File: config.mk
export PLATFORM = sky130hd
export DESIGN_NAME = ase_csr
export DESIGN_NICKNAME = d
export VERILOG_FILES = /design/src/sv/ase_pkg.sv /design/src/sv/ase_csr.sv
export SDC_FILE = /design/constraint.sdc
export NUM_CORES = 1
export LEC_CHECK = 0
export BUFFER_PORTS_ARGS = -buffer_cell sky130_fd_sc_hd__buf_2
export CELL_PAD_IN_SITES_DETAIL_PLACEMENT = 1
export CELL_PAD_IN_SITES_GLOBAL_PLACEMENT = 1
export CORE_ASPECT_RATIO = 1.1
export CORE_UTILIZATION = 29
export DETAILED_ROUTE_END_ITERATION = 12
export PLACE_DENSITY_LB_ADDON = 0.1
export SLEW_MARGIN = 40
export SYNTH_ARGS = -nofsm -noshare
export SYNTH_HDL_FRONTEND = slang
export SYNTH_SLANG_ARGS = --single-unit
File: constraint.sdc
create_clock -name clock -period 1.3 [get_ports clock]
set_input_delay 0.325 -clock clock [delete_from_list [all_inputs] [get_ports clock]]
set_output_delay 0.325 -clock clock [all_outputs]
set_load 0.02 [all_outputs]
File: src/sv/ase_pkg.sv
// ----------------------------------------------------------------------------
// ase_pkg
// Constants, field layouts and types of the execute unit.
// ----------------------------------------------------------------------------
`timescale 1ns / 1ps
`default_nettype none

package ase_pkg;

   // data memory geometry
   localparam int DATA_WORDS = 128;
   localparam int DMEM_AW    = $clog2(DATA_WORDS);
   localparam logic [31:0] DMEM_BYTES = 32'(4 * DATA_WORDS);

   // register file
   localparam int REG_COUNT = 15;
   localparam logic [3:0] REG_PC_IDX   = 4'd15;
   localparam logic [3:0] REG_LINK_IDX = 4'd14;

   // reset values
   localparam logic [15:0] CODE_BASE_RESET = 16'd1000;
   localparam logic [23:0] DATA_BASE_RESET = 24'd1000000;

   // post-reset clearing sweep covers data memory and register file
   localparam int CLEAR_WORDS = (DATA_WORDS > 16) ? DATA_WORDS : 16;
   localparam int CLR_W       = $clog2(CLEAR_WORDS);

   // operation codes
   localparam logic [3:0] OP_MOV  = 4'd0;
   localparam logic [3:0] OP_ADD  = 4'd1;
   localparam logic [3:0] OP_SUB  = 4'd2;
   localparam logic [3:0] OP_MUL  = 4'd3;
   localparam logic [3:0] OP_CMP  = 4'd4;
   localparam logic [3:0] OP_LDR  = 4'd5;
   localparam logic [3:0] OP_LDRA = 4'd6;
   localparam logic [3:0] OP_STR  = 4'd7;
   localparam logic [3:0] OP_B    = 4'd8;
   localparam logic [3:0] OP_BL   = 4'd9;
   localparam logic [3:0] OP_BNE  = 4'd10;
   localparam logic [3:0] OP_BGE  = 4'd11;
   localparam logic [3:0] OP_EXIT = 4'd12;

   // request word layout
   localparam int REQ_DEST_LSB = 0;
   localparam int REQ_A_LSB    = 4;
   localparam int REQ_B_LSB    = 36;
   localparam int REQ_TGT_LSB  = 68;
   localparam int REQ_USED_W   = 84;
   localparam int REQ_DATA_W   = ((REQ_USED_W + 7) / 8) * 8;

   // request sideband layout
   localparam int USER_OP_LSB   = 0;
   localparam int USER_AIMM_BIT = 4;
   localparam int USER_BIMM_BIT = 5;
   localparam int REQ_USER_W    = 6;

   // response word layout
   localparam int RSP_PC_LSB    = 0;
   localparam int RSP_WR_BIT    = 16;
   localparam int RSP_IDX_LSB   = 17;
   localparam int RSP_VAL_LSB   = 21;
   localparam int RSP_MW_BIT    = 53;
   localparam int RSP_MIDX_LSB  = 54;
   localparam int RSP_TAKEN_BIT = RSP_MIDX_LSB + DMEM_AW;
   localparam int RSP_FAULT_BIT = RSP_TAKEN_BIT + 1;
   localparam int RSP_HALT_BIT  = RSP_TAKEN_BIT + 2;
   localparam int RSP_USED_W    = RSP_TAKEN_BIT + 3;
   localparam int RSP_DATA_W    = ((RSP_USED_W + 7) / 8) * 8;

   // control register port
   localparam int CSR_AW = 3;
   localparam int CSR_DW = 32;
   localparam logic CSR_SEL_CODE_BASE = 1'b0;
   localparam logic CSR_SEL_DATA_BASE = 1'b1;

   typedef struct packed {
      logic        en;
      logic [3:0]  idx;
      logic [31:0] value;
   } rf_wr_type;

   typedef struct packed {
      logic               we;
      logic               re;
      logic [DMEM_AW-1:0] addr;
      logic [31:0]        wdata;
   } dm_req_type;

   typedef struct packed {
      logic [3:0]  op;
      logic [3:0]  dest;
      logic        a_is_imm;
      logic [31:0] a_value;
      logic        b_is_imm;
      logic [31:0] b_value;
      logic [15:0] target;
   } insn_type;

   typedef struct packed {
      logic               wr;
      logic [3:0]         idx;
      logic               is_load;
      logic [31:0]        value;
      logic               mw;
      logic [DMEM_AW-1:0] midx;
      logic [15:0]        next_pc;
      logic               taken;
      logic               fault;
      logic               halted;
   } exec_type;

endpackage

`default_nettype wire

File: src/sv/ase_csr.sv
// ----------------------------------------------------------------------------
// ase_csr
// Control registers behind the APB-style port: code_base and data_base.
// ----------------------------------------------------------------------------
`timescale 1ns / 1ps
`default_nettype none

module ase_csr (
   input  logic                          clock,
   input  logic                          reset,
   input  logic                          psel,
   input  logic                          penable,
   input  logic                          pwrite,
   input  logic [ase_pkg::CSR_AW-1:0]    paddr,
   input  logic [ase_pkg::CSR_DW-1:0]    pwdata,
   output logic [ase_pkg::CSR_DW-1:0]    prdata,
   output logic                          pready,
   output logic [23:0]                   data_base
);
   import ase_pkg::*;

   logic [15:0] code_base_ff, code_base_in;
   logic [23:0] data_base_ff, data_base_in;
   logic        wr_en;

   assign pready = 1'b1;
   assign wr_en  = psel && penable && pwrite && pready;

   always_comb begin
      code_base_in = code_base_ff;
      data_base_in = data_base_ff;
      if (wr_en) begin
         unique case (paddr[2])
            CSR_SEL_CODE_BASE: code_base_in = pwdata[15:0];
            CSR_SEL_DATA_BASE: data_base_in = pwdata[23:0];
            default: ;
         endcase
      end
   end

   always_ff @(posedge clock) begin
      if (reset) begin
         code_base_ff <= CODE_BASE_RESET;
         data_base_ff <= DATA_BASE_RESET;
      end else begin
         code_base_ff <= code_base_in;
         data_base_ff <= data_base_in;
      end
   end

   always_comb begin
      unique case (paddr[2])
         CSR_SEL_CODE_BASE: prdata = {16'b0, code_base_ff};
         CSR_SEL_DATA_BASE: prdata = {8'b0, data_base_ff};
         default:           prdata = '0;
      endcase
   end

   assign data_base = data_base_ff;

endmodule

`default_nettype wire

==> impl_metrics.tcl <==
set metrics [dict create \
    outcome "finished, violations left" \
    failed_checks "setup timing" \
    place_congestion 0.6408 \
    synth_area_sq_um 2014 \
    antenna_found_initial 0 \
    maxCapViolCount 0 \
    cts_buffer_depth 2 \
    place_inst 357 \
    post-route-period-util_pct 104.1 \
    clock_latency_ps 290 \
    seq_area_frac_synth_pct 39.75 \
    finalPower_mw 2.614 \
    critPathRequiredTime_ps 980 \
    setup_viol 16 \
    root_buffer "clkbuf_8" \
    first_pass_iters 4 \
    ys_ff_latch 40 \
    die-area_sq_um 7284 \
    via_per_inst 4.461 \
    wl_per_cell_um 13.25 \
    die_x_um 81.47 \
    die_h_um 89.41 \
    antennaDiodeCount 0 \
    mostFrequentLayoutCells "buf_2, nand2b_1, mux2i_1, dfxtp_2" \
    route.met3.wl_um 375 \
    hpwl_mm 3.446 \
    nets 332 \
    powerDensity_nw_per_um2 867.2 \
    design.core.area_sq_um 6633 \
    startpoint_type "flop" \
    fin_cells 375 \
    rsz0062_at_grt "true" \
    cts_tree "done" \
    final_max_slew_viol_count 0 \
    wl_met2_mm 2.256 \
    hold_class "in -> reg" \
    synth_top_area_share_pct 39.75 \
    end_kind "primary output" \
    ios 97 \
    final_common_cell "buf_2" \
    grt_use_total_pct 13.94 \
    vdd_drop_max_mv 0.4110 \
    drt-met1-wl_mm 2.262 \
    yosysUniqueCellTypes 17 \
    fillers 741 \
    yosys_warnings 0 \
    drive_gt1_share_pct 53.24 \
    min_period_ps 1353 \
    grt_pass1_wl_mm 7.596 \
    overflow 0 \
    synthToLayoutAreaGrowth_pct 49.63 \
    synth_cells 201 \
    htreeDepth 2 \
    fin_tns_setup_ps -619.0 \
    avgSynthCellArea_sq_um 10.02 \
    setup.worst_path.class "reg -> out" \
    hold_viol_final 0 \
    top_layer "met4" \
    drc 0 \
    io_buffers 77 \
    cts_buffers 5 \
    grt_pass1_vias 1575 \
    initial_core_util_pct 30.37 \
    p_leak_nw 1.389 \
    grt_max_degree 37 \
    setup_ws_ps -53.33 \
    cp_max_fo 2 \
    placementRows 31 \
    skew_ps 0 \
    yosys-top-cells-area "dfxtp_1, mux2i_1, nand2b_1" \
    cts_sinks 40 \
    hold_ws_ps 291.3 \
    critPathArrivalTime_ps 1030 \
    drt_wl_total_mm 4.968 \
    drtIter0Drc 21 \
    vias 1673 \
    yosys.area.top_type "dfxtp_1" \
    fmax_mhz 738.9 \
    clk_pin_slew_ps 80 \
    drtAntennaViolNets 0 \
]
## registers in the layout, summed over array words and instances, names as in the netlist
register and flops:
data_base 24, code_base_ff 16
## power breakdown
part / switching (mW) / internal (mW)
combinational: 0.230 / 0.259
sequential: 0.0170 / 1.25
clock: 0.420 / 0.433
## worst max-delay path, stage by stage (launching register included)
cell and delay [ps]:
dfxtp_2 330, mux2_4 270, buf_6 130
## layout make-up
| class | count | area [sq um] | share of cell area [%] |
|---|---|---|---|
| repair buffers | 99 | 830.8 | 27.56 |
| flip-flops and latches | 40 | 832.0 | 27.60 |
| well taps | 82 | 102.6 | 3.404 |
| multi-input cells | 146 | 1159 | 38.44 |
| clock buffers | 8 | 90.09 | 2.989 |
## synth_stat cells, drive strengths merged
cell type	count
conb	2
nand2b	45
clkbuf	6
dfxtp	40
nand4b	1
nand4	1
nor2	24
and2	8
mux2	16
buf	16
and4	1
mux2i	40
and4b	1
## per-layer routing
metal / global-route usage, % / vias up
li1: - / 823
met1: 17.75 / 783
met2: 21.59 / 62
met3: 4.388 / 5
met4: 5.844 / 0
met5: 0 / -
## cell families (layout without fill, tap and decap cells)
logic type	count (synthesis)	after routing	synth area share, %
buf+inv	22	107	8.012
flops	40	40	39.75
mux	56	56	28.82
other cells	2	9	0.3728
simple gates	81	81	23.04
## per-stage QoR
step                utilization [%]  area (sq um)  setup WS [ps]
floorplan                         -          2043         -8.379
global placement              38.37          2545         -130.9
detailed placement            38.37          2545         -145.7
CTS                           44.67          2963         -59.39
global route                  45.44          3014         -87.67
finish                        45.44          3014         -53.33
## timing repair
item	in CTS	in global routing
setup buffers	4	5
pin swaps	0	0
cloned	1	0
gates resized for setup	93	11
endpoints found under the setup margin	24	24
hold buffers	0	0
## worst paths after layout
kind	from	to	slack, ps	depth (start not counted)
setup / recovery	code_base_ff[10]$_SDFFE_PP0P_	prdata[10]	-50	2
hold reg to reg	code_base_ff[4]$_SDFFE_PP0P_	code_base_ff[4]$_SDFFE_PP0P_	470	2
setup reg to reg	data_base[6]$_SDFFE_PP1P_	data_base[6]$_SDFFE_PP1P_	570	3
hold / removal	pwdata[20]	data_base[20]$_SDFFE_PP0P_	290	3
Power figures use the tool's default switching activity.
