<file path="config.mk">
export PLATFORM = sky130hd
export DESIGN_NAME = ase_regfile
export DESIGN_NICKNAME = d
export VERILOG_FILES = /design/src/sv/ase_pkg.sv /design/src/sv/ase_regfile.sv
export SDC_FILE = /design/constraint.sdc
export NUM_CORES = 1
export LEC_CHECK = 0
export ABC_AREA = 1
export BUFFER_PORTS_ARGS = -buffer_cell sky130_fd_sc_hd__buf_2
export CAP_MARGIN = 15
export CORE_ASPECT_RATIO = 0.7
export CORE_MARGIN = 2
export CORE_UTILIZATION = 31
export CTS_CLUSTER_DIAMETER = 120
export DETAILED_ROUTE_END_ITERATION = 6
export PLACE_DENSITY = 0.54
export REMOVE_ABC_BUFFERS = 1
export SETUP_SLACK_MARGIN = 0.02
export SYNTH_ARGS = -nofsm -noshare
export SYNTH_HDL_FRONTEND = slang
export SYNTH_SLANG_ARGS = --single-unit
</file>
<file path="constraint.sdc">
create_clock -name clock -period 5.68 [get_ports clock]
set_input_delay 0.284 -clock clock [delete_from_list [all_inputs] [get_ports clock]]
set_output_delay 0.284 -clock clock [all_outputs]
set_load 0.005 [all_outputs]
</file>
<file path="src/sv/ase_pkg.sv">
// ----------------------------------------------------------------------------
// ase_pkg
// Constants, field layouts and types of the execute unit.
// ----------------------------------------------------------------------------
`timescale 1ns / 1ps
`default_nettype none

package ase_pkg;

   // data memory geometry
   localparam int DATA_WORDS = 128;
   localparam int DMEM_AW    = $clog2(DATA_WORDS);
   localparam logic [31:0] DMEM_BYTES = 32'(4 * DATA_WORDS);

   // register file
   localparam int REG_COUNT = 15;
   localparam logic [3:0] REG_PC_IDX   = 4'd15;
   localparam logic [3:0] REG_LINK_IDX = 4'd14;

   // reset values
   localparam logic [15:0] CODE_BASE_RESET = 16'd1000;
   localparam logic [23:0] DATA_BASE_RESET = 24'd1000000;

   // post-reset clearing sweep covers data memory and register file
   localparam int CLEAR_WORDS = (DATA_WORDS > 16) ? DATA_WORDS : 16;
   localparam int CLR_W       = $clog2(CLEAR_WORDS);

   // operation codes
   localparam logic [3:0] OP_MOV  = 4'd0;
   localparam logic [3:0] OP_ADD  = 4'd1;
   localparam logic [3:0] OP_SUB  = 4'd2;
   localparam logic [3:0] OP_MUL  = 4'd3;
   localparam logic [3:0] OP_CMP  = 4'd4;
   localparam logic [3:0] OP_LDR  = 4'd5;
   localparam logic [3:0] OP_LDRA = 4'd6;
   localparam logic [3:0] OP_STR  = 4'd7;
   localparam logic [3:0] OP_B    = 4'd8;
   localparam logic [3:0] OP_BL   = 4'd9;
   localparam logic [3:0] OP_BNE  = 4'd10;
   localparam logic [3:0] OP_BGE  = 4'd11;
   localparam logic [3:0] OP_EXIT = 4'd12;

   // request word layout
   localparam int REQ_DEST_LSB = 0;
   localparam int REQ_A_LSB    = 4;
   localparam int REQ_B_LSB    = 36;
   localparam int REQ_TGT_LSB  = 68;
   localparam int REQ_USED_W   = 84;
   localparam int REQ_DATA_W   = ((REQ_USED_W + 7) / 8) * 8;

   // request sideband layout
   localparam int USER_OP_LSB   = 0;
   localparam int USER_AIMM_BIT = 4;
   localparam int USER_BIMM_BIT = 5;
   localparam int REQ_USER_W    = 6;

   // response word layout
   localparam int RSP_PC_LSB    = 0;
   localparam int RSP_WR_BIT    = 16;
   localparam int RSP_IDX_LSB   = 17;
   localparam int RSP_VAL_LSB   = 21;
   localparam int RSP_MW_BIT    = 53;
   localparam int RSP_MIDX_LSB  = 54;
   localparam int RSP_TAKEN_BIT = RSP_MIDX_LSB + DMEM_AW;
   localparam int RSP_FAULT_BIT = RSP_TAKEN_BIT + 1;
   localparam int RSP_HALT_BIT  = RSP_TAKEN_BIT + 2;
   localparam int RSP_USED_W    = RSP_TAKEN_BIT + 3;
   localparam int RSP_DATA_W    = ((RSP_USED_W + 7) / 8) * 8;

   // control register port
   localparam int CSR_AW = 3;
   localparam int CSR_DW = 32;
   localparam logic CSR_SEL_CODE_BASE = 1'b0;
   localparam logic CSR_SEL_DATA_BASE = 1'b1;

   typedef struct packed {
      logic        en;
      logic [3:0]  idx;
      logic [31:0] value;
   } rf_wr_type;

   typedef struct packed {
      logic               we;
      logic               re;
      logic [DMEM_AW-1:0] addr;
      logic [31:0]        wdata;
   } dm_req_type;

   typedef struct packed {
      logic [3:0]  op;
      logic [3:0]  dest;
      logic        a_is_imm;
      logic [31:0] a_value;
      logic        b_is_imm;
      logic [31:0] b_value;
      logic [15:0] target;
   } insn_type;

   typedef struct packed {
      logic               wr;
      logic [3:0]         idx;
      logic               is_load;
      logic [31:0]        value;
      logic               mw;
      logic [DMEM_AW-1:0] midx;
      logic [15:0]        next_pc;
      logic               taken;
      logic               fault;
      logic               halted;
   } exec_type;

endpackage

`default_nettype wire

</file>
<file path="src/sv/ase_regfile.sv">
// ----------------------------------------------------------------------------
// ase_regfile
// General register file, r0 to r14: two registered read ports, one write port.
// ----------------------------------------------------------------------------
`timescale 1ns / 1ps
`default_nettype none

module ase_regfile (
   input  logic                 clock,
   input  logic [3:0]           rd_addr0,
   input  logic [3:0]           rd_addr1,
   output logic [31:0]          rd_data0,
   output logic [31:0]          rd_data1,
   input  ase_pkg::rf_wr_type   wr
);
   import ase_pkg::*;

   logic [31:0] regs [REG_COUNT];

   always_ff @(posedge clock) begin
      if (wr.en) begin
         regs[wr.idx] <= wr.value;
      end
   end

   // the pc slot is not stored here; the caller substitutes it
   always_ff @(posedge clock) begin
      rd_data0 <= (rd_addr0 == REG_PC_IDX) ? '0 : regs[rd_addr0];
      rd_data1 <= (rd_addr1 == REG_PC_IDX) ? '0 : regs[rd_addr1];
   end

endmodule

`default_nettype wire

</file>
==> run_results.csv <==
group,metric,value,unit
run_status,status,"finished, final reports clean",
setup_path,cp.arrival,2.89,ns
place,gp_congestion,0.770,
clock_tree,cts_buffer_depth,3,
yosys,ys_async_sr_fraction,0,%
routing,dr.pass1.iters,6,
yosys,ys_seq_elements,544,
yosys,netlist_instances,3052,
setup_path,path_buf_inv,3,
yosys,yosysSeqAreaShare,59.9,%
clock_tree,cts_resized,0,
place,placed_cell_area,0.0276,mm2
setup_path,worst-path-max-fanout,160,
routing,routedWlPerCell,20.6,um
timing,finalSetupViolations,0,
min_path,hp-class,"input port to flop",
timing,worst_pin_slew,1.30,ns
setup_path,slowest_stage,"buf_4",
routing,vias,21200,
die,io-pin-count,110,
clock_tree,numCtsBuffers,53,
timing,fin_crit_sh,41.1,%
place,port_buffers,109,
clock_tree,cts_sinks,544,
layout,area_growth_syn_to_layout,11.8,%
yosys,synth_top_area_share,55.0,%
die,dieWidth,352,um
timing,finalHoldViolations,0,
yosys,synth_cell_types,16,
clock_tree,hold_buffers,0,
timing,layout_min_cycle_time,2.34,ns
clock_tree,cts-root-buf,"clkbuf_16",
layout,final_net_count,3100,
clock_tree,insertion_delay,0.62,ns
timing,slew_headroom,13.3,%
yosys,synthTopCellsByArea,"edfxtp_1 (55%), nand2_1 (18%), nand3_1 (8.6%)",
global_routing,track_usage,19.9,%
timing,whs,0.0353,ns
timing,rsz0062_at_grt,"no",
clock_tree,clk_pin_slew,0.06,ns
setup_path,slowest_delay,0.76,ns
setup_path,path_cells,"clkbuf_8 -> inv_8 -> buf_4 -> nand2_1 -> nand3_1 -> a21oi_1 -> nand2_1 -> nand2_1 -> nor2_1",
power,pwr_density_cell,305,mW/mm2
job,maxCapViolCount,0,
setup_path,required,6.23,ns
yosys,ys.flop_type,"edfxtp_1",
die,die_area,0.0869,mm2
die,core_area,0.0840,mm2
global_routing,grt_max_degree,175,
yosys,synth_edf_count,480,
timing,drv_slew,0,
setup_path,end_kind,"flop",
clock_tree,cts_tree,"done",
clock_tree,post_cts_buffers,0,
routing,wl,87200,um
global_routing,grt_pass1_wl,130000,um
place,hpwlAfterDp,43100,um
die,rows,89,
routing,drc,0,
timing,fin_setup_tns,0,ns
die,die_y,247,um
routing,ant_nets,0,
global_routing,grt-ovfl-total,0,
global_routing,antenna_found_initial,2,
clock_tree,htree_levels,2,
routing,drtIter0Drc,2561,
setup_path,cp_top_family,"buffers and inverters",
timing,fmax,428,MHz
yosys,synth_area_leader_cell,"edfxtp_1",
routing,viasPerCell,5.00,
yosys,synth_common_cells,"nand2_1 (1285), edfxtp_1 (480), nand3_1 (449)",
setup_path,crit_type,"input port to flop",
yosys,avgSynthCellArea,8.59,um2
power,leakage,12.3,nW
yosys,yosysMostFrequentCell,"nand2_1",
timing,fin_skew,0.0197,ns
yosys,yosysWarnings,0,
power,vdd.ir_drop.worst,0.000223,V
setup_path,path_common_cell,"nand2_1",
die,initial_core_util,31.2,%
global_routing,grt_pass1_vias,20100,
layout,antenna_cells,0,
layout,finalInstanceArea,0.0293,mm2
yosys,syn_area,0.0262,mm2
layout,drive_above_1_share,8.01,%
setup_path,crit_path_start_kind,"input port",
## placed cells by master (no fill, tap or decap)
master      netlist  final
a21oi_1         192    192
buf_2           106    105
clkinv_4          0      2
nor2_1          208    193
buf_4            27     35
clkbuf_16         0     55
dfxtp_1          64     64
clkbuf_8          0     10
buf_12            0      3
clkinvlp_4        0      1
nand4_1           2      2
nand3b_1          2      2
inv_6             0      1
nand2_1        1285   1285
clkbuf_1         48     14
inv_4             2      4
nand3_1         449    449
clkinv_1          0      7
edfxtp_1        480    480
nor2_4            0     15
inv_8             0      2
buf_6             6      2
bufinv_16         0      1
inv_1           164    162
inv_2             4      2
clkinv_2          0     10
## final timing paths
| check | start | end | slack [ns] | cells after the start |
|---|---|---|---|---|
| setup / recovery | rd_addr0[0] | rd_data0[14]$_SDFF_PN0_ | 3.34 | 9 |
| hold / removal | wr[15] | regs[4][15]$_DFFE_PP_ | 0.04 | 1 |
| setup reg to reg | regs[9][5]$_DFFE_PP_ | rd_data1[5]$_SDFF_PN0_ | 4.31 | 8 |
| hold reg to reg | regs[0][4]$_DFFE_PP_ | rd_data0[4]$_SDFF_PN0_ | 0.67 | 4 |
## layout make-up
cell class | count | area [um2]
clock inverter | 22 | 140
sequential | 544 | 15700
clock buffer | 77 | 1540
timing repair buffer | 147 | 898
tap | 1137 | 1420
multi-input combinational | 2138 | 8950
inverter | 170 | 663
fill | 8684 | 54700
## per-layer routing
metal	part of all wire, %	vias up	global-route usage [%]
li1	-	10000	-
met1	47	10100	30.0
met2	42	977	29.5
met3	9.1	115	3.32
met4	1.8	4	4.56
met5	0.022	-	0
## flip-flops by register name (all words and copies together), names as in the netlist
name and cells:
rd_data1 32, regs 480, rd_data0 32
## logic make-up after synthesis
group | share of synthesized area (%)
buffers and inverters | 6.38
DFF | 59.9
AOI/OAI and AO/OA | 3.67
and+or+nand+nor | 30.1
## report_power, final
part / leakage [nW] / internal, W / switching [W] / total [W]
sequential: 4.88 / 0.00448 / 0.0000506 / 0.00453
combinational: 6.55 / 0.000255 / 0.000663 / 0.000918
clock: 0.829 / 0.00192 / 0.00157 / 0.00350
total: 12.3 / 0.00665 / 0.00229 / 0.00894
## per-stage QoR
stage	util (%)	setup slack [ns]	instances	total power, W
after floorplan	-	2.95	2852	0.00505
after global placement	32.9	2.74	4136	0.00552
after detailed placement	32.9	2.73	4136	0.00552
after CTS	34.9	3.38	4235	0.00902
after global routing	34.9	3.13	4235	0.00929
final	34.9	3.34	4235	0.00894
No activity file was read; power rests on OpenSTA's default activity.
